===== config.mk =====
export PLATFORM = sky130hd
export DESIGN_NAME = keyed_table_swap_remove_top
export DESIGN_NICKNAME = d
export VERILOG_FILES = /design/src/rtl/core/ktsr_pkg.sv /design/src/rtl/core/ktsr_ram.sv /design/src/rtl/core/ktsr_datapath.sv /design/src/rtl/core/ktsr_ctrl.sv /design/src/rtl/core/keyed_table_swap_remove_top.sv
export SDC_FILE = /design/constraint.sdc
export NUM_CORES = 2
export LEC_CHECK = 0
export ABC_AREA = 1
export BUFFER_PORTS_ARGS = -buffer_cell sky130_fd_sc_hd__buf_4
export CAP_MARGIN = 20
export CORE_MARGIN = 5
export CORE_UTILIZATION = 50
export CTS_CLUSTER_DIAMETER = 30
export DETAILED_ROUTE_END_ITERATION = 10
export PLACE_DENSITY_LB_ADDON = 0.08
export SYNTH_ARGS = -nofsm -noshare
export SYNTH_HDL_FRONTEND = slang
export SYNTH_HIERARCHICAL = 1
export SYNTH_SLANG_ARGS = --single-unit

===== constraint.sdc =====
create_clock -name clk -period 6.25 [get_ports clk]
set_input_delay 0.3125 -clock clk [delete_from_list [all_inputs] [get_ports clk]]
set_output_delay 0.3125 -clock clk [all_outputs]
set_load 0.05 [all_outputs]

===== src/rtl/core/ktsr_pkg.sv =====
// shared types, codes and defaults for the keyed table with swap remove
`timescale 1ns / 1ps

package ktsr_pkg;

  // default sizes
  localparam int DEF_CAPACITY   = 16;
  localparam int DEF_KEY_WIDTH  = 32;
  localparam int DEF_DATA_WIDTH = 32;

  // command codes
  typedef logic [1:0] ktsr_cmd_t;
  localparam ktsr_cmd_t CMD_APPEND = 2'd0;
  localparam ktsr_cmd_t CMD_LOOKUP = 2'd1;
  localparam ktsr_cmd_t CMD_REMOVE = 2'd2;

  // result status codes
  typedef enum logic [1:0] {
    ST_DONE      = 2'd0,
    ST_NOT_FOUND = 2'd1,
    ST_FULL      = 2'd2
  } ktsr_status_t;

  // input beat
  typedef struct packed {
    logic [1:0]  command;
    logic [31:0] key;
    logic [31:0] write_data;
  } ktsr_in_t;

  // result beat
  typedef struct packed {
    logic [1:0]  status;
    logic [31:0] read_data;
    logic [4:0]  entry_count;
    logic        is_empty;
  } ktsr_out_t;

  // controller to datapath commands
  typedef struct packed {
    logic         capture;
    logic         wr_append;
    logic         rd_start;
    logic         rd_next;
    logic         rd_last;
    logic         mark_slot;
    logic         wr_move;
    logic         set_status;
    ktsr_status_t status;
    logic         load_rdata;
    logic         load_out;
  } ktsr_ctl_t;

  // datapath to controller status
  typedef struct packed {
    ktsr_cmd_t cmd;
    logic      full;
    logic      empty;
    logic      match;
    logic      scan_last;
  } ktsr_sts_t;

endpackage


===== src/rtl/core/ktsr_ram.sv =====
// generic single write port ram with registered read
`timescale 1ns / 1ps

module ktsr_ram #(
  parameter int WIDTH = 32,
  parameter int DEPTH = 16,
  localparam int AW   = $clog2(DEPTH)
) (
  input  logic             clk,
  input  logic             we,
  input  logic [AW-1:0]    waddr,
  input  logic [WIDTH-1:0] wdata,
  input  logic [AW-1:0]    raddr,
  output logic [WIDTH-1:0] rdata
);

  logic [WIDTH-1:0] mem [DEPTH];

  // write port
  always_ff @(posedge clk) begin
    if (we) begin
      mem[waddr] <= wdata;
    end
  end

  // registered read port
  always_ff @(posedge clk) begin
    rdata <= mem[raddr];
  end

endmodule


===== src/rtl/core/ktsr_datapath.sv =====
// table datapath: key and data memories, entry count, scan index and result registers
`timescale 1ns / 1ps

module ktsr_datapath
  import ktsr_pkg::*;
#(
  parameter int CAPACITY   = DEF_CAPACITY,
  parameter int KEY_WIDTH  = DEF_KEY_WIDTH,
  parameter int DATA_WIDTH = DEF_DATA_WIDTH
) (
  input  logic      clk,
  input  logic      rst_n,
  input  ktsr_in_t  in_data,
  input  ktsr_ctl_t ctl,
  output ktsr_sts_t sts,
  output ktsr_out_t out_data
);

  localparam int AW = $clog2(CAPACITY);
  localparam int CW = $clog2(CAPACITY + 1);

  logic [CW-1:0]         count_r, count_nxt;
  logic [AW-1:0]         idx_r;
  logic [AW-1:0]         slot_r;
  ktsr_cmd_t             cmd_r;
  logic [KEY_WIDTH-1:0]  key_r;
  logic [DATA_WIDTH-1:0] data_r;
  ktsr_status_t          status_r;
  logic [31:0]           rdata_r;
  ktsr_out_t             out_r;

  logic                  ram_we;
  logic [AW-1:0]         ram_waddr;
  logic [AW-1:0]         ram_raddr;
  logic [KEY_WIDTH-1:0]  key_wdata, key_rd;
  logic [DATA_WIDTH-1:0] data_wdata, data_rd;
  logic                  rd_any;

  // memory write side: append at the end or move the last entry into the hole
  assign ram_we     = ctl.wr_append | ctl.wr_move;
  assign ram_waddr  = ctl.wr_append ? AW'(count_r) : slot_r;
  assign key_wdata  = ctl.wr_append ? key_r  : key_rd;
  assign data_wdata = ctl.wr_append ? data_r : data_rd;

  // memory read address: first slot, next slot or last occupied slot
  assign rd_any = ctl.rd_start | ctl.rd_next | ctl.rd_last;
  always_comb begin
    ram_raddr = idx_r;
    if (ctl.rd_start) begin
      ram_raddr = '0;
    end else if (ctl.rd_next) begin
      ram_raddr = AW'(idx_r + 1'b1);
    end else if (ctl.rd_last) begin
      ram_raddr = AW'(count_r - 1'b1);
    end
  end

  ktsr_ram #(
    .WIDTH (KEY_WIDTH),
    .DEPTH (CAPACITY)
  ) u_key_ram (
    .clk   (clk),
    .we    (ram_we),
    .waddr (ram_waddr),
    .wdata (key_wdata),
    .raddr (ram_raddr),
    .rdata (key_rd)
  );

  ktsr_ram #(
    .WIDTH (DATA_WIDTH),
    .DEPTH (CAPACITY)
  ) u_data_ram (
    .clk   (clk),
    .we    (ram_we),
    .waddr (ram_waddr),
    .wdata (data_wdata),
    .raddr (ram_raddr),
    .rdata (data_rd)
  );

  // entry count
  always_comb begin
    count_nxt = count_r;
    if (ctl.wr_append) begin
      count_nxt = CW'(count_r + 1'b1);
    end else if (ctl.wr_move) begin
      count_nxt = CW'(count_r - 1'b1);
    end
  end

  always_ff @(posedge clk) begin
    if (!rst_n) begin
      count_r <= '0;
    end else begin
      count_r <= count_nxt;
    end
  end

  // captured item, scan index, slot and result
  always_ff @(posedge clk) begin
    if (ctl.capture) begin
      cmd_r    <= in_data.command;
      key_r    <= KEY_WIDTH'(in_data.key);
      data_r   <= DATA_WIDTH'(in_data.write_data);
      status_r <= ST_DONE;
      rdata_r  <= '0;
    end
    if (rd_any) begin
      idx_r <= ram_raddr;
    end
    if (ctl.mark_slot) begin
      slot_r <= idx_r;
    end
    if (ctl.set_status) begin
      status_r <= ctl.status;
    end
    if (ctl.load_rdata) begin
      rdata_r <= 32'(data_rd);
    end
  end

  // output register
  always_ff @(posedge clk) begin
    if (ctl.load_out) begin
      out_r.status      <= status_r;
      out_r.read_data   <= rdata_r;
      out_r.entry_count <= 5'(count_r);
      out_r.is_empty    <= (count_r == '0);
    end
  end

  assign out_data = out_r;

  // status towards the controller
  assign sts.cmd       = cmd_r;
  assign sts.full      = (count_r >= CW'(CAPACITY));
  assign sts.empty     = (count_r == '0);
  assign sts.match     = (key_rd == key_r);
  assign sts.scan_last = ((CW'(idx_r) + CW'(1)) == count_r);

  // count stays within capacity
  a_count_range: assert property (@(posedge clk) disable iff (!rst_n)
    count_r <= CW'(CAPACITY))
    else $error("entry count above capacity");

  // a move always shrinks the table by one
  a_move_shrinks: assert property (@(posedge clk) disable iff (!rst_n)
    ctl.wr_move |=> count_r == CW'($past(count_r) - 1'b1))
    else $error("move did not drop the count");

endmodule


===== src/rtl/core/ktsr_ctrl.sv =====
// sequencing state machine and result handshake for the keyed table
`timescale 1ns / 1ps

module ktsr_ctrl
  import ktsr_pkg::*;
(
  input  logic      clk,
  input  logic      rst_n,
  input  logic      in_valid,
  output logic      in_stall,
  output logic      out_valid,
  input  logic      out_stall,
  input  ktsr_sts_t sts,
  output ktsr_ctl_t ctl
);

  typedef enum logic [4:0] {
    S_IDLE = 5'b00001,
    S_EXEC = 5'b00010,
    S_SCAN = 5'b00100,
    S_MOVE = 5'b01000,
    S_RESP = 5'b10000
  } state_t;

  state_t state_r, state_nxt;
  logic   out_valid_r, out_valid_nxt;
  logic   in_acc;
  logic   out_free;

  assign in_stall = (state_r != S_IDLE);
  assign in_acc   = in_valid && !in_stall;
  assign out_free = !out_valid_r || !out_stall;

  // next state and datapath commands
  always_comb begin
    state_nxt  = state_r;
    ctl        = '0;
    ctl.status = ST_DONE;
    unique case (state_r)
      S_IDLE: begin
        if (in_acc) begin
          ctl.capture = 1'b1;
          state_nxt   = S_EXEC;
        end
      end
      S_EXEC: begin
        state_nxt = S_RESP;
        case (sts.cmd) inside
          CMD_APPEND: begin
            if (sts.full) begin
              ctl.set_status = 1'b1;
              ctl.status     = ST_FULL;
            end else begin
              ctl.wr_append = 1'b1;
            end
          end
          CMD_LOOKUP, CMD_REMOVE: begin
            if (sts.empty) begin
              ctl.set_status = 1'b1;
              ctl.status     = ST_NOT_FOUND;
            end else begin
              ctl.rd_start = 1'b1;
              state_nxt    = S_SCAN;
            end
          end
          default: ;
        endcase
      end
      S_SCAN: begin
        if (sts.match) begin
          if (sts.cmd == CMD_LOOKUP) begin
            ctl.load_rdata = 1'b1;
            state_nxt      = S_RESP;
          end else begin
            ctl.mark_slot = 1'b1;
            ctl.rd_last   = 1'b1;
            state_nxt     = S_MOVE;
          end
        end else if (sts.scan_last) begin
          ctl.set_status = 1'b1;
          ctl.status     = ST_NOT_FOUND;
          state_nxt      = S_RESP;
        end else begin
          ctl.rd_next = 1'b1;
        end
      end
      S_MOVE: begin
        ctl.wr_move = 1'b1;
        state_nxt   = S_RESP;
      end
      S_RESP: begin
        if (out_free) begin
          ctl.load_out = 1'b1;
          state_nxt    = S_IDLE;
        end
      end
      default: state_nxt = S_IDLE;
    endcase
  end

  // result valid
  always_comb begin
    out_valid_nxt = out_valid_r;
    if (ctl.load_out) begin
      out_valid_nxt = 1'b1;
    end else if (out_valid_r && !out_stall) begin
      out_valid_nxt = 1'b0;
    end
  end

  always_ff @(posedge clk) begin
    if (!rst_n) begin
      state_r     <= S_IDLE;
      out_valid_r <= 1'b0;
    end else begin
      state_r     <= state_nxt;
      out_valid_r <= out_valid_nxt;
    end
  end

  assign out_valid = out_valid_r;

  // an accepted beat always goes to execution next
  a_accept_exec: assert property (@(posedge clk) disable iff (!rst_n)
    in_acc |=> state_r == S_EXEC)
    else $error("accepted beat not executed");

  // a new result only comes out of the response state
  a_valid_from_resp: assert property (@(posedge clk) disable iff (!rst_n)
    $rose(out_valid_r) |-> $past(state_r == S_RESP))
    else $error("result raised outside response state");

  // a lookup hit goes straight to the response
  a_lookup_hit: assert property (@(posedge clk) disable iff (!rst_n)
    (state_r == S_SCAN && sts.match && sts.cmd == CMD_LOOKUP) |=> state_r == S_RESP)
    else $error("lookup hit did not respond");

  // a pending result is never overwritten while stalled
  a_no_overwrite: assert property (@(posedge clk) disable iff (!rst_n)
    (out_valid_r && out_stall) |-> !ctl.load_out)
    else $error("stalled result overwritten");

endmodule


===== src/rtl/core/keyed_table_swap_remove_top.sv =====
// top level of the keyed table with append, lookup and swap remove
// flow: accept, execute, then response for an append, a dropped append or an unused
//   command; lookup and remove first scan the keys from slot 0, one slot per cycle, and
//   a remove hit moves the last entry into the hole before the response
// one item at a time; the next waits until the result is loaded, after any result stall
// reset: synchronous; entry count and control cleared; memories are not cleared
`timescale 1ns / 1ps

module keyed_table_swap_remove_top
  import ktsr_pkg::*;
#(
  parameter int CAPACITY   = DEF_CAPACITY,
  parameter int KEY_WIDTH  = DEF_KEY_WIDTH,
  parameter int DATA_WIDTH = DEF_DATA_WIDTH
) (
  input  logic      clk,
  input  logic      rst_n,
  input  logic      in_valid,
  output logic      in_stall,
  input  ktsr_in_t  in_data,
  output logic      out_valid,
  input  logic      out_stall,
  output ktsr_out_t out_data
);

  ktsr_ctl_t ctl;
  ktsr_sts_t sts;

  // sequencer
  ktsr_ctrl u_ctrl (
    .clk       (clk),
    .rst_n     (rst_n),
    .in_valid  (in_valid),
    .in_stall  (in_stall),
    .out_valid (out_valid),
    .out_stall (out_stall),
    .sts       (sts),
    .ctl       (ctl)
  );

  // storage and result datapath
  ktsr_datapath #(
    .CAPACITY   (CAPACITY),
    .KEY_WIDTH  (KEY_WIDTH),
    .DATA_WIDTH (DATA_WIDTH)
  ) u_datapath (
    .clk      (clk),
    .rst_n    (rst_n),
    .in_data  (in_data),
    .ctl      (ctl),
    .sts      (sts),
    .out_data (out_data)
  );

endmodule


==> results_dict.tcl <==
set metrics [dict create \
    leakage_nw 28.1 \
    drv_cap 0 \
    synth_top_cell_area_share_pct 66.8 \
    maxSlewViolCount 0 \
    peakVddDrop_v 0.000259 \
    synth_area_leader_cell "edfxtp_1" \
    crit_slowest_cell "o21a_4" \
    areaGrowthSynthToFinish_pct 23.8 \
    crit_chain "nand2_1 -> nand2_1 -> nor2_1 -> nand2_1 -> nor2_1 -> nand2_1 -> nor2_1 -> nand4_1 -> inv_1 -> inv_1 -> o21ai_0 -> o21a_4 -> clkinv_8 -> buf_4 -> nand2_1 -> nand2_1 -> nand2_1 -> nand3_1 -> nand3_1 -> nand2_1" \
    hp-start "in_data[5]" \
    min_to "u_datapath/data_r[5]$_DFFE_PP_" \
    hpwl_um 67900 \
    ys_async_sr_fraction_pct 0 \
    fillers 8303 \
    place_congestion 0.758 \
    synth_nets 5063 \
    max_freq_mhz 203 \
    worstSetupStartpointType "flip-flop" \
    critical_path.top_delay_family "simple AND/OR/NAND/NOR gates" \
    drcViolationCount 0 \
    fin_worst_skew_ns 0.0515 \
    cts_made_buffers 292 \
    root_buffer "clkbuf_16" \
    ys_seq_elements 1247 \
    required_ns 6.96 \
    grt_pass1_wl_um 204000 \
    synth_cell_type_count 35 \
    cts.sinks 1247 \
    htree_levels 5 \
    die_w_um 335 \
    critPathArrivalTime_ns 5.64 \
    start_util_pct 50.2 \
    track_usage_pct 23.9 \
    nets 5394 \
    ys.flop_type "edfxtp_1" \
    layout_worst_path_cycle_share_pct 79.0 \
    rr_worst_depth 20 \
    design_area_um2 65200 \
    wl_met1_um 61800 \
    p_total_w 0.0241 \
    fp.dieH_um 335 \
    max-slew-margin-rel_pct 19.0 \
    clock_path_buffers 4 \
    crit_top_cell "nand2_1" \
    rows 119 \
    grt_max_degree 226 \
    cts_tree "done" \
    cp-end-kind "flip-flop" \
    status "completed" \
    postRouteAntennaNets 0 \
    path_clk_slew_ns 0.05 \
    cts_resized 0 \
    die_area_um2 112000 \
    drive_gt1_share_pct 12.7 \
    netlist_instances 4987 \
    hold_buffers 69 \
    drt_iter0_drc 3365 \
    fin_setup_tns_ns 0 \
    startpoint "u_datapath/key_r[9]$_DFFE_PP_" \
    slowest_delay_ns 0.52 \
    wl_met3_um 8630 \
    reg2reg_from "u_datapath/key_r[9]$_DFFE_PP_" \
    synth_common_cells "nand2_1 (1647), edfxtp_1 (1172), inv_1 (896), nand3_1 (779), buf_2 (93)" \
    post_drt_wl_per_cell_um 19.6 \
    placed_cell_area_um2 54800 \
    top_layer "met4" \
    worstMarginPinSlew_ns 1.21 \
    vias 35200 \
    wl_met2_um 61900 \
    ys_seq_area_share_pct 69.7 \
    synth_enable_flop_cells 1172 \
    rsz0062_at_grt "no" \
    hold_violations 0 \
    hold_class "input port to flip-flop" \
    post_cts_buffers 0 \
    netlist_area_um2 52700 \
    first_pass_iters 6 \
    first_global_vias 33500 \
    vias_per_cell 5.08 \
    layout_min_cycle_time_ns 4.94 \
    syn_area_per_cell_um2 10.6 \
    antenna_found_initial 2 \
    finalHoldWorstSlack_ns 0.175 \
    cellPowerDensity_nw_per_um2 370 \
    cp_max_fo 118 \
    critPathKind "flip-flop to flip-flop" \
    io_buffers 111 \
    r2r_end "u_datapath/u_key_ram/rdata[14]$_DFF_P_" \
    setup_violations 0 \
    fp.coreArea_um2 105000 \
    hold_path_depth 2 \
    grt_overflow_total 0 \
    ios 112 \
    synthTopCellsByArea "edfxtp_1 (67%), nand2_1 (12%), nand3_1 (7.4%), inv_1 (6.4%), dfxtp_1 (2.9%)" \
    worstSkewPairLatency_ns 0.86 \
    yosysWarningCount 6 \
    wirelength_um 136000 \
    worst-path-buf-inv 4 \
    post-synth-top-count-cell "nand2_1" \
    regToRegSetupSlack_ns 1.31 \
]
==> worst reg2reg max path: stages, from the launching register on <==
cell and delay, ns:
edfxtp_1 0.43, nand2_1 0.10, nand2_1 0.06, nor2_1 0.20, nand2_1 0.08, nor2_1 0.48
nand2_1 0.11, nor2_1 0.30, nand4_1 0.28, inv_1 0.30, inv_1 0.15, o21ai_0 0.22
o21a_4 0.52, clkinv_8 0.52, buf_4 0.60, nand2_1 0.13, nand2_1 0.05, nand2_1 0.05
nand3_1 0.07, nand3_1 0.11, nand2_1 0.07
==> state kept, by name, summed over array words and instances (netlist names) <==
register	count
u_datapath/status_r	2
u_datapath/rdata_r	32
u_ctrl/state_r	5
u_datapath/slot_r	4
u_datapath/key_r	32
u_datapath/count_r	5
u_datapath/u_data_ram/mem	512
u_ctrl/out_valid	1
u_datapath/data_r	32
u_datapath/u_key_ram/rdata	32
u_datapath/out_data	40
u_datapath/u_key_ram/mem	512
u_datapath/u_data_ram/rdata	32
u_datapath/cmd_r	2
u_datapath/idx_r	4
==> layout make-up <==
cell class | instances | area (um2) | share of cell area [%]
Antenna cell | 2 | 5.00 | 0.00768
Clock buffer | 365 | 7870 | 12.1
Clock inverter | 141 | 1750 | 2.68
Inverter | 903 | 3420 | 5.24
Multi-Input combinational cell | 2605 | 11400 | 17.4
Sequential cell | 1247 | 36700 | 56.3
Tap cell | 1391 | 1740 | 2.67
Timing Repair Buffer | 269 | 2370 | 3.64
==> cells by family (layout without fill, tap and decap cells) <==
group,Yosys count,after routing,synth area share (%)
mux,1,1,0.0190
simple gates,2529,2529,20.1
fa+ha+maj,6,6,0.143
flops,1247,1247,69.7
xor+xnor,11,11,0.183
compound gates,58,58,0.601
buf+inv,1135,1678,9.31
other cells,0,2,0
==> worst max-delay path by stage <==
stage	slack, ns	cells past startpoint	endpoint
4_1_cts	1.42	20	u_datapath/u_key_ram/rdata[14]$_DFF_P_
2_1_floorplan	1.21	6	u_datapath/rdata_r[0]$_SDFFCE_PN0P_
5_1_grt	1.0	18	u_datapath/u_data_ram/rdata[16]$_DFF_P_
3_5_place_dp	1.44	20	u_datapath/u_key_ram/rdata[15]$_DFF_P_
3_3_place_gp	1.54	20	u_datapath/u_key_ram/rdata[24]$_DFF_P_
6_report	1.31	20	u_datapath/u_key_ram/rdata[14]$_DFF_P_
==> metal layers <==
metal	vias to the layer above	GRT usage, %
met5	-	0
met4	0	8.00
met3	282	4.00
met2	1148	37.4
met1	16900	34.6
li1	16800	-
==> where the power goes <==
part	internal (W)	total, W	switching [W]	leakage (nW)
Clock	0.0103	0.0147	0.00442	4.66
Sequential	0.00915	0.00918	0.0000314	11.2
Combinational	0.0000878	0.000244	0.000156	12.2
Total	0.0195	0.0241	0.00461	28.1
==> cell usage in the layout (no fill, tap or decap), types with 3 or more instances in the layout <==
| cell type | count |
|---|---|
| nand2_1 | 1647 |
| edfxtp_1 | 1172 |
| inv_1 | 891 |
| nand3_1 | 779 |
| clkbuf_16 | 295 |
| buf_4 | 185 |
| dfxtp_1 | 75 |
| dlygate4sd3_1 | 69 |
| clkbuf_1 | 48 |
| clkinv_2 | 39 |
| nor2_1 | 37 |
| bufinv_16 | 36 |
| nor2_4 | 35 |
| clkinv_1 | 25 |
| clkbuf_8 | 23 |
| o21ai_1 | 22 |
| clkinvlp_4 | 21 |
| o21ai_0 | 18 |
| buf_12 | 14 |
| inv_6 | 13 |
| a21oi_1 | 11 |
| xor2_1 | 9 |
| inv_2 | 7 |
| nand4_1 | 6 |
| ha_1 | 6 |
| nor2_2 | 5 |
| nand3b_1 | 5 |
| clkinv_8 | 4 |
| nor3_2 | 4 |
| clkinv_4 | 3 |
| nand3_2 | 3 |
| inv_4 | 3 |
==> through the flow <==
stage	setup WS [ns]	std cells	util, %
6_report	1.31	6923	62.1
2_1_floorplan	1.21	4987	-
5_1_grt	0.999	6921	62.1
4_1_cts	1.42	6912	62.0
3_3_place_gp	1.54	6334	52.1
3_5_place_dp	1.44	6337	52.2
Note: power is estimated with default switching activity, not from simulation.
